`src/hw/rtl/smf_pkg.sv`:
```
// Shared types and constants for the sliding median filter.
// Depends on nothing; imported by the top level.
`default_nettype none

package smf_pkg;

    // Width and reset value of the half-window configuration register.
    localparam int HW_BITS = 4;
    localparam logic [HW_BITS-1:0] HW_RESET = 4'd1;

    // Sequencer states of the rank-counting engine.
    typedef enum logic [2:0] {
        S_IDLE,
        S_SETUP,
        S_XDATA,
        S_SCAN,
        S_DECIDE,
        S_EMIT
    } t_state;

endpackage

`default_nettype wire

```
`src/hw/rtl/smf_window_ram.sv`:
```
// Sample history held as a circular buffer with one write and one registered read.
// Reads are addressed by age (zero is the newest sample). No package dependencies.
`default_nettype none

module smf_window_ram #(
    parameter int DEPTH     = 17,
    parameter int DATA_BITS = 16
) (
    input  wire logic                          i_clk,
    input  wire logic                          i_rst_n,
    input  wire logic                          i_push,
    input  wire logic signed [DATA_BITS-1:0]   i_push_data,
    input  wire logic [$clog2(DEPTH+1)-1:0]    i_rd_index,
    output logic signed [DATA_BITS-1:0]        o_rd_data
);

    localparam int IW = $clog2(DEPTH + 1);
    localparam int AW = $clog2(DEPTH);
    localparam int PW = IW + 1;

    logic signed [DATA_BITS-1:0] r_mem [DEPTH];
    logic [AW-1:0] r_wp;
    logic [AW-1:0] n_wp;
    logic [PW-1:0] wp_e;
    logic [PW-1:0] idx_e;
    logic [PW-1:0] phys;

    always_comb begin
        n_wp  = (r_wp == AW'(DEPTH - 1)) ? '0 : r_wp + 1'b1;
        wp_e  = PW'(r_wp);
        idx_e = PW'(i_rd_index);
        // Age counts backward from the write pointer, wrapping at the depth.
        if (wp_e >= idx_e) begin
            phys = wp_e - idx_e;
        end else begin
            phys = wp_e + PW'(DEPTH) - idx_e;
        end
    end

    always_ff @(posedge i_clk) begin
        if (!i_rst_n) begin
            r_wp <= '0;
        end else if (i_push) begin
            r_wp <= n_wp;
        end
    end

    always_ff @(posedge i_clk) begin
        if (i_push) begin
            r_mem[n_wp] <= i_push_data;
        end
        o_rd_data <= r_mem[phys[AW-1:0]];
    end

endmodule

`default_nettype wire

```
`src/hw/rtl/sliding_median_filter.sv`:
```
// Top level of the sliding-window median filter: sequencer and rank counter.
// Depends on smf_pkg and smf_window_ram.
`default_nettype none

// Usage
// Samples of one spectrum enter on the input channel (i_valid / o_ready), one
// transaction per sample; the last sample carries i_end_of_spectrum. Each
// position gets the upper median of the samples within h = min(half_window,
// MAX_HALF_WINDOW) on either side, with the window cut at the spectrum edges.
// Results leave on the output channel (o_valid / i_ready), h samples behind
// the input; the end flag flushes all waiting positions, and the final result
// of a spectrum carries o_last_of_run. half_window is written on i_cfg_wr_en;
// the user must write it only while the block is idle, as the block itself
// does not enforce this. It resets to 1. A single comparator ranks the
// window of n <= 2h+1 samples. Each candidate is fetched, compared with
// the n entries in turn, then decided on; the rank loop bounds each result.
// The input is accepted only while the sequencer is idle, one transaction at
// a time. The output register decouples the sides: the next sample is taken
// while a result waits, and a stalled receiver only holds the sequencer once
// it has a further result to hand over. Synchronous reset empties the
// spectrum counters and the output; the sample store needs no clearing.

module sliding_median_filter
    import smf_pkg::*;
#(
    parameter int MAX_HALF_WINDOW = 8,
    parameter int SAMPLE_BITS     = 16
) (
    input  wire logic                          i_clk,
    input  wire logic                          i_rst_n,
    input  wire logic                          i_cfg_wr_en,
    input  wire logic [HW_BITS-1:0]            i_cfg_wr_data,
    input  wire logic                          i_valid,
    output logic                               o_ready,
    input  wire logic signed [SAMPLE_BITS-1:0] i_sample,
    input  wire logic                          i_end_of_spectrum,
    output logic                               o_valid,
    input  wire logic                          i_ready,
    output logic signed [SAMPLE_BITS-1:0]      o_median_value,
    output logic                               o_last_of_run
);

    localparam int DEPTH = 2 * MAX_HALF_WINDOW + 1;
    localparam int CAP   = 2 * MAX_HALF_WINDOW + 15;
    localparam int CW    = $clog2(CAP + 1);
    localparam int IW    = $clog2(DEPTH + 1);
    localparam int NW    = $clog2(MAX_HALF_WINDOW + 2);

    t_state r_state, n_state;
    logic [HW_BITS-1:0] r_hw, n_hw;
    logic [CW-1:0] r_seen, n_seen;
    logic [CW-1:0] r_og, n_og;
    logic [CW-1:0] r_pending, n_pending;
    logic r_end, n_end;
    logic [NW-1:0] r_count, n_count;
    logic [IW-1:0] r_lo, n_lo, r_hi, n_hi, r_i, n_i, r_j, n_j, r_k, n_k;
    logic [IW-1:0] r_below, n_below, r_atb, n_atb;
    logic signed [SAMPLE_BITS-1:0] r_x, n_x, r_median, n_median;
    logic r_ov, n_ov;
    logic signed [SAMPLE_BITS-1:0] r_out_med, n_out_med;
    logic r_out_last, n_out_last;

    logic accept;
    logic [IW-1:0] rd_index;
    logic signed [SAMPLE_BITS-1:0] rd_data;

    // Window bounds for the oldest waiting position.
    logic [CW-1:0] h_cw, d, newer, older, lo_w;
    logic [CW:0] hi_w, hi_c, lo_c;
    logic [IW-1:0] n_win;
    logic [CW-1:0] seen_a, og_a, pend_a;
    logic found, emit_last;

    assign accept = i_valid && o_ready;

    smf_window_ram #(
        .DEPTH     (DEPTH),
        .DATA_BITS (SAMPLE_BITS)
    ) u_window (
        .i_clk       (i_clk),
        .i_rst_n     (i_rst_n),
        .i_push      (accept),
        .i_push_data (i_sample),
        .i_rd_index  (rd_index),
        .o_rd_data   (rd_data)
    );

    always_comb begin
        h_cw  = (CW'(r_hw) > CW'(MAX_HALF_WINDOW)) ? CW'(MAX_HALF_WINDOW) : CW'(r_hw);
        d     = r_pending - 1'b1;
        newer = (h_cw < d) ? h_cw : d;
        older = (h_cw < r_og) ? h_cw : r_og;
        lo_w  = d - newer;
        hi_w  = {1'b0, d} + {1'b0, older};
        hi_c  = (hi_w >= (CW + 1)'(DEPTH)) ? (CW + 1)'(DEPTH - 1) : hi_w;
        lo_c  = ({1'b0, lo_w} > hi_c) ? hi_c : {1'b0, lo_w};
        n_win = hi_c[IW-1:0] - lo_c[IW-1:0] + 1'b1;

        // Counter update for an arriving sample; a saturated count moves
        // the emitted count down instead so their difference stays exact.
        seen_a = r_seen;
        og_a   = r_og;
        if (r_seen < CW'(CAP)) begin
            seen_a = r_seen + 1'b1;
        end else if (r_og != '0) begin
            og_a = r_og - 1'b1;
        end
        pend_a = (seen_a >= og_a) ? seen_a - og_a : '0;

        found     = (r_below <= r_k) && (r_k < r_atb);
        emit_last = r_end && ((r_pending == CW'(1)) ||
                              (r_count == NW'(MAX_HALF_WINDOW)));
    end

    always_comb begin
        case (r_state)
            S_SETUP:  rd_index = lo_c[IW-1:0];
            S_SCAN:   rd_index = r_j + 1'b1;
            S_DECIDE: rd_index = r_i + 1'b1;
            default:  rd_index = r_lo;
        endcase
    end

    always_comb begin
        n_state    = r_state;
        n_hw       = i_cfg_wr_en ? i_cfg_wr_data : r_hw;
        n_seen     = r_seen;
        n_og       = r_og;
        n_pending  = r_pending;
        n_end      = r_end;
        n_count    = r_count;
        n_lo       = r_lo;
        n_hi       = r_hi;
        n_i        = r_i;
        n_j        = r_j;
        n_k        = r_k;
        n_below    = r_below;
        n_atb      = r_atb;
        n_x        = r_x;
        n_median   = r_median;
        n_ov       = r_ov && !i_ready;
        n_out_med  = r_out_med;
        n_out_last = r_out_last;
        o_ready    = (r_state == S_IDLE);

        case (r_state)
            S_IDLE: begin
                if (accept) begin
                    n_seen    = seen_a;
                    n_og      = og_a;
                    n_pending = pend_a;
                    n_end     = i_end_of_spectrum;
                    n_count   = '0;
                    if (i_end_of_spectrum) begin
                        if (pend_a != '0) begin
                            n_state = S_SETUP;
                        end else begin
                            n_seen = '0;
                            n_og   = '0;
                        end
                    end else if (pend_a > h_cw) begin
                        n_state = S_SETUP;
                    end
                end
            end
            S_SETUP: begin
                n_lo    = lo_c[IW-1:0];
                n_hi    = hi_c[IW-1:0];
                n_i     = lo_c[IW-1:0];
                n_k     = n_win >> 1;
                n_state = S_XDATA;
            end
            S_XDATA: begin
                // Candidate arrives; start scanning the window from its low end.
                n_x     = rd_data;
                n_j     = r_lo;
                n_below = '0;
                n_atb   = '0;
                n_state = S_SCAN;
            end
            S_SCAN: begin
                if (rd_data < r_x) begin
                    n_below = r_below + 1'b1;
                end
                if (rd_data <= r_x) begin
                    n_atb = r_atb + 1'b1;
                end
                n_j = r_j + 1'b1;
                if (r_j == r_hi) begin
                    n_state = S_DECIDE;
                end
            end
            S_DECIDE: begin
                if (found || (r_i == r_hi)) begin
                    n_median = r_x;
                    n_state  = S_EMIT;
                end else begin
                    n_i     = r_i + 1'b1;
                    n_state = S_XDATA;
                end
            end
            S_EMIT: begin
                if (!r_ov || i_ready) begin
                    n_ov       = 1'b1;
                    n_out_med  = r_median;
                    n_out_last = emit_last;
                    n_og       = (r_og < CW'(CAP)) ? r_og + 1'b1 : r_og;
                    n_pending  = r_pending - 1'b1;
                    n_count    = r_count + 1'b1;
                    if (r_end && !emit_last) begin
                        n_state = S_SETUP;
                    end else begin
                        n_state = S_IDLE;
                        if (r_end) begin
                            n_seen = '0;
                            n_og   = '0;
                        end
                    end
                end
            end
            default: begin
                n_state = S_IDLE;
            end
        endcase
    end

    always_ff @(posedge i_clk) begin
        if (!i_rst_n) begin
            r_state <= S_IDLE;
            r_hw    <= HW_RESET;
            r_seen  <= '0;
            r_og    <= '0;
            r_count <= '0;
            r_ov    <= 1'b0;
            r_below <= '0;
            r_atb   <= '0;
            r_lo    <= '0;
            r_hi    <= '0;
            r_i     <= '0;
        end else begin
            r_state <= n_state;
            r_hw    <= n_hw;
            r_seen  <= n_seen;
            r_og    <= n_og;
            r_count <= n_count;
            r_ov    <= n_ov;
            r_below <= n_below;
            r_atb   <= n_atb;
            r_lo    <= n_lo;
            r_hi    <= n_hi;
            r_i     <= n_i;
        end
    end

    always_ff @(posedge i_clk) begin
        r_pending  <= n_pending;
        r_end      <= n_end;
        r_j        <= n_j;
        r_k        <= n_k;
        r_x        <= n_x;
        r_median   <= n_median;
        r_out_med  <= n_out_med;
        r_out_last <= n_out_last;
    end

    assign o_valid        = r_ov;
    assign o_median_value = r_out_med;
    assign o_last_of_run  = r_out_last;

    // A count of smaller entries can never exceed the count of entries at or below.
    a_rank_order: assert property (@(posedge i_clk) disable iff (!i_rst_n)
        r_below <= r_atb)
        else $error("rank counts out of order");

    // The upper median always exists, so the last candidate must qualify.
    a_median_found: assert property (@(posedge i_clk) disable iff (!i_rst_n)
        (r_state == S_DECIDE) && (r_i == r_hi) |-> found)
        else $error("no candidate met the median rank");

    // Results given never run ahead of samples seen.
    a_counts: assert property (@(posedge i_clk) disable iff (!i_rst_n)
        r_og <= r_seen)
        else $error("emitted count exceeds sample count");

    // The scan window stays inside the store.
    a_window: assert property (@(posedge i_clk) disable iff (!i_rst_n)
        (r_state == S_SCAN) |-> (r_lo <= r_hi) && (r_hi < IW'(DEPTH)))
        else $error("window bounds invalid");

endmodule

`default_nettype wire

```
`config.mk`:
```
export PLATFORM = sky130hd
export DESIGN_NAME = sliding_median_filter
export DESIGN_NICKNAME = d
export VERILOG_FILES = /design/src/hw/rtl/smf_pkg.sv /design/src/hw/rtl/smf_window_ram.sv /design/src/hw/rtl/sliding_median_filter.sv
export SDC_FILE = /design/constraint.sdc
export NUM_CORES = 1
export LEC_CHECK = 0
export ABC_AREA = 0
export BUFFER_PORTS_ARGS = -buffer_cell sky130_fd_sc_hd__buf_2
export CORE_UTILIZATION = 50
export CTS_BUF_LIST = sky130_fd_sc_hd__clkbuf_16
export DETAILED_ROUTE_END_ITERATION = 7
export HOLD_SLACK_MARGIN = 0.06
export PLACE_DENSITY_LB_ADDON = 0.25
export SETUP_SLACK_MARGIN = 0.2
export SLEW_MARGIN = 15
export SYNTH_ARGS = -nofsm -noshare
export SYNTH_HDL_FRONTEND = slang
export SYNTH_SLANG_ARGS = --single-unit
```
`constraint.sdc`:
```
create_clock -name i_clk -period 21.7 [get_ports i_clk]
set_clock_uncertainty 0.05 [all_clocks]
set_input_delay 4.34 -clock i_clk [delete_from_list [all_inputs] [get_ports i_clk]]
set_output_delay 4.34 -clock i_clk [all_outputs]
set_load 0.05 [all_outputs]
```
==> run metrics <==
outcome finished, final reports clean; CTS tree built; I/O pin cnt 45; cts bufs inserted 42; Num Clock Sinks 404; Hold Path Class register to register; Reg clk slew, reported paths 0.06 ns; P&R area growth vs syn 9.88%; setup tns final 0 ns; r2r startpoint r_hw[3]$_SDFFE_PN0P_; Post-synth EDFFs 336; initial drt markers 1434; Period minus WS final 9.82 ns; Buffers on Ports 44; GRT overflow 0; Slew @ Worst Pin 1.12 ns; Yosys warning total 0; Hold Crit Depth 0; Reg area 0.0115 sq mm; CTS Root Cell clkbuf_16; syn_nets 1836; RePlAce Congestion 0.897; clk buf depth 3; Setup CP Type register to register; Syn Area/Cell 11.5 sq um; Residual DRC 0; worst reg2reg path endpoint u_window.o_rd_data[4]$_DFF_P_; Mapped Area 0.0198 sq mm; Synth cell types 91; Overall Global Routing Usage 24.8%; Initial Util 51.0%; first-pass GRT wire length 77.9 mm; final critical-path share of the clock period 45.3%; worst skew pair latency 0.58 ns; post-route ant nets 0; startpoint types register; num rows 72; detailed placer's ending HPWL 31.9 mm; cells after synthesis 1723; highest clock rate 0.102 GHz; post_cts resized 0; Top FF cell, synth edfxtp_1; Hold Crit Start r_median[9]$_DFFE_PP_; slowest stage delay, CP 0.71 ns; Slew Limit Fails 0; slowest CP cell a21oi_1; worst-path fanout max 68; die area 0.0404 sq mm; Final Hold Viols 0; via/cell ratio 6.16; WP data required 22.09 ns; DRT Pass-1 Iters 6; CP endpoint kind register; register bit count reported by yosys 404; final net count 1856; Antenna Cells 0; post-CTS setup buffer count 0; area of the multi-input gates 0.00755 sq mm; WL final 49.8 mm; core region area 0.0388 sq mm; cell count of the worst reg-to-reg path 35; RSZ-0062 raised after global routing no; CTS Hold Bufs 0; part of the Yosys area used for sequential elements 57.9%; htree depth 2; Arrival @ worst endpoint 10.22 ns; WL/cell 21.7 microns; initial antenna violation count 5; via count 14100; FFs w/ async S/R, synth 0%; Worst Hold End o_median_value[9]$_DFFE_PP_; endpoints failing setup 0; ratio of cells with drive above 1 in the final layout 10.8%; vias in the first global route 13400; Max Cap Viol 0; largest net degree at the start of global routing 69; die height 201 microns; Relative slew margins 25.1%; die width 201 microns; FF-to-FF setup slack 11.88 ns; Filler Cell Count 3196; Crit. Startpoint r_hw[3]$_SDFFE_PN0P_
[cells in the mapped netlist, types with 14 or more instances]
library cell    n  share of area [%]
xor2_1         14               0.62
inv_1          83                1.6
nand4_1        26               0.82
nand2b_1       25               0.79
a22oi_1        36                1.4
clkbuf_1       61                1.2
dfxtp_1        68                6.9
nand4b_1       15               0.66
a211oi_1       43                1.6
a31oi_1        29               0.92
nand2_1       131                2.5
nor2_1         93                1.8
a21o_1         16               0.61
nand3_1       156                3.9
buf_2          26               0.66
edfxtp_1      336                 51
a32oi_1        15               0.66
a21oi_1        50                1.3
xnor2_1        31                1.4
ha_1           80                5.1
nor3_1         21               0.53
a311oi_1       16               0.71
o21ai_0       133                3.4
a21boi_0       21               0.80
[stage by stage]
| step | std cells | hold WS, ns | setup slack [ns] | util, % | cell area (sq um) |
|---|---|---|---|---|---|
| after floorplan | 1723 | 0.350 | 13.80 | - | 19800 |
| after global placement | 2217 | 0.355 | 12.24 | 52.7 | 20500 |
| after detailed placement | 2217 | 0.355 | 11.94 | 52.7 | 20500 |
| after CTS | 2293 | 0.367 | 11.89 | 56.0 | 21700 |
| after global routing | 2293 | 0.371 | 11.28 | 56.0 | 21700 |
| final | 2293 | 0.369 | 11.88 | 56.0 | 21700 |
[layer usage]
| metal | routed length [microns] | part of all wire [%] | vias to the layer above | global-route usage (%) |
|---|---|---|---|---|
| met5 | 67 | 0.13 | - | 0 |
| met3 | 4300 | 8.6 | 112 | 5.16 |
| met1 | 21100 | 42 | 6834 | 34.5 |
| li1 | - | - | 6512 | - |
| met2 | 22900 | 46 | 651 | 39.1 |
| met4 | 1340 | 2.7 | 10 | 7.72 |
[final cells by class]
cell class / instances / area share (%)
Sequential cell: 404 / 52.7
Multi-Input combinational cell: 1129 / 34.7
Clock buffer: 42 / 4.83
Tap cell: 518 / 2.98
Timing Repair Buffer: 78 / 2.19
Inverter: 88 / 1.52
Clock inverter: 34 / 1.12
[layout by cell type, fill, tap and decap left out, drive strengths merged, types with 6 or more instances in the layout]
cell / Yosys / routed
a211oi: 47 / 47
a21boi: 22 / 22
a21o: 16 / 16
a21oi: 52 / 52
a22oi: 36 / 36
a311oi: 17 / 17
a31oi: 29 / 29
a32oi: 15 / 15
and2: 10 / 10
buf: 41 / 78
clkbuf: 61 / 42
clkinv: 2 / 18
dfxtp: 68 / 68
edfxtp: 336 / 336
fa: 7 / 7
ha: 80 / 80
inv: 86 / 102
mux2: 6 / 6
mux2i: 15 / 15
nand2: 136 / 136
nand2b: 26 / 26
nand3: 157 / 157
nand3b: 6 / 6
nand4: 26 / 26
nand4b: 15 / 15
nor2: 95 / 95
nor2b: 10 / 10
nor3: 23 / 23
o211ai: 17 / 17
o21a: 6 / 6
o21ai: 143 / 143
or3: 8 / 8
xnor2: 31 / 31
xor2: 15 / 15
[sequential cells by signal, indices dropped and copies added, names as in the netlist, 5 cells and up]
signal,cells
r_og,5
o_median_value,16
r_lo,5
r_atb,5
r_j,5
r_below,5
r_hi,5
u_window.r_wp,5
r_median,16
r_seen,5
u_window.r_mem,272
r_x,16
r_i,5
r_pending,5
u_window.o_rd_data,16
[critical path: cells and delay by family (launching register included)]
family / cells / cell delay, ns
multiplexers: 2 / 0.80
AND/OR/NAND/NOR: 9 / 1.83
AO/OA/AOI/OAI: 15 / 4.13
flip-flops: 1 / 0.38
buffers and inverters: 4 / 0.85
adder cells (fa/ha/maj): 5 / 1.62
[how the worst max path moves through the flow]
stage	end	cells past startpoint
2_1_floorplan	u_window.o_rd_data[14]$_DFF_P_	36
3_3_place_gp	u_window.o_rd_data[5]$_DFF_P_	33
3_5_place_dp	u_window.o_rd_data[4]$_DFF_P_	33
4_1_cts	u_window.o_rd_data[4]$_DFF_P_	33
5_1_grt	u_window.o_rd_data[4]$_DFF_P_	33
6_report	u_window.o_rd_data[4]$_DFF_P_	35
[cells by family (layout without fill, tap and decap cells)]
kind of cell	after synthesis	count (layout)	share of synthesized area [%]
and+or+nand+nor	527	527	13.2
AOI/OAI and AO/OA	446	446	15.6
DFF	404	404	57.9
buffers and inverters	190	242	4.15
adders and majority gates	87	87	5.77
xor gates and xnor gates	46	46	2.07
muxes	22	22	1.30
other	1	1	0.0189
Power is left out: the tool's default activity adds up to more than one toggle a clock period on the data nets, which glitch-free logic cannot reach.
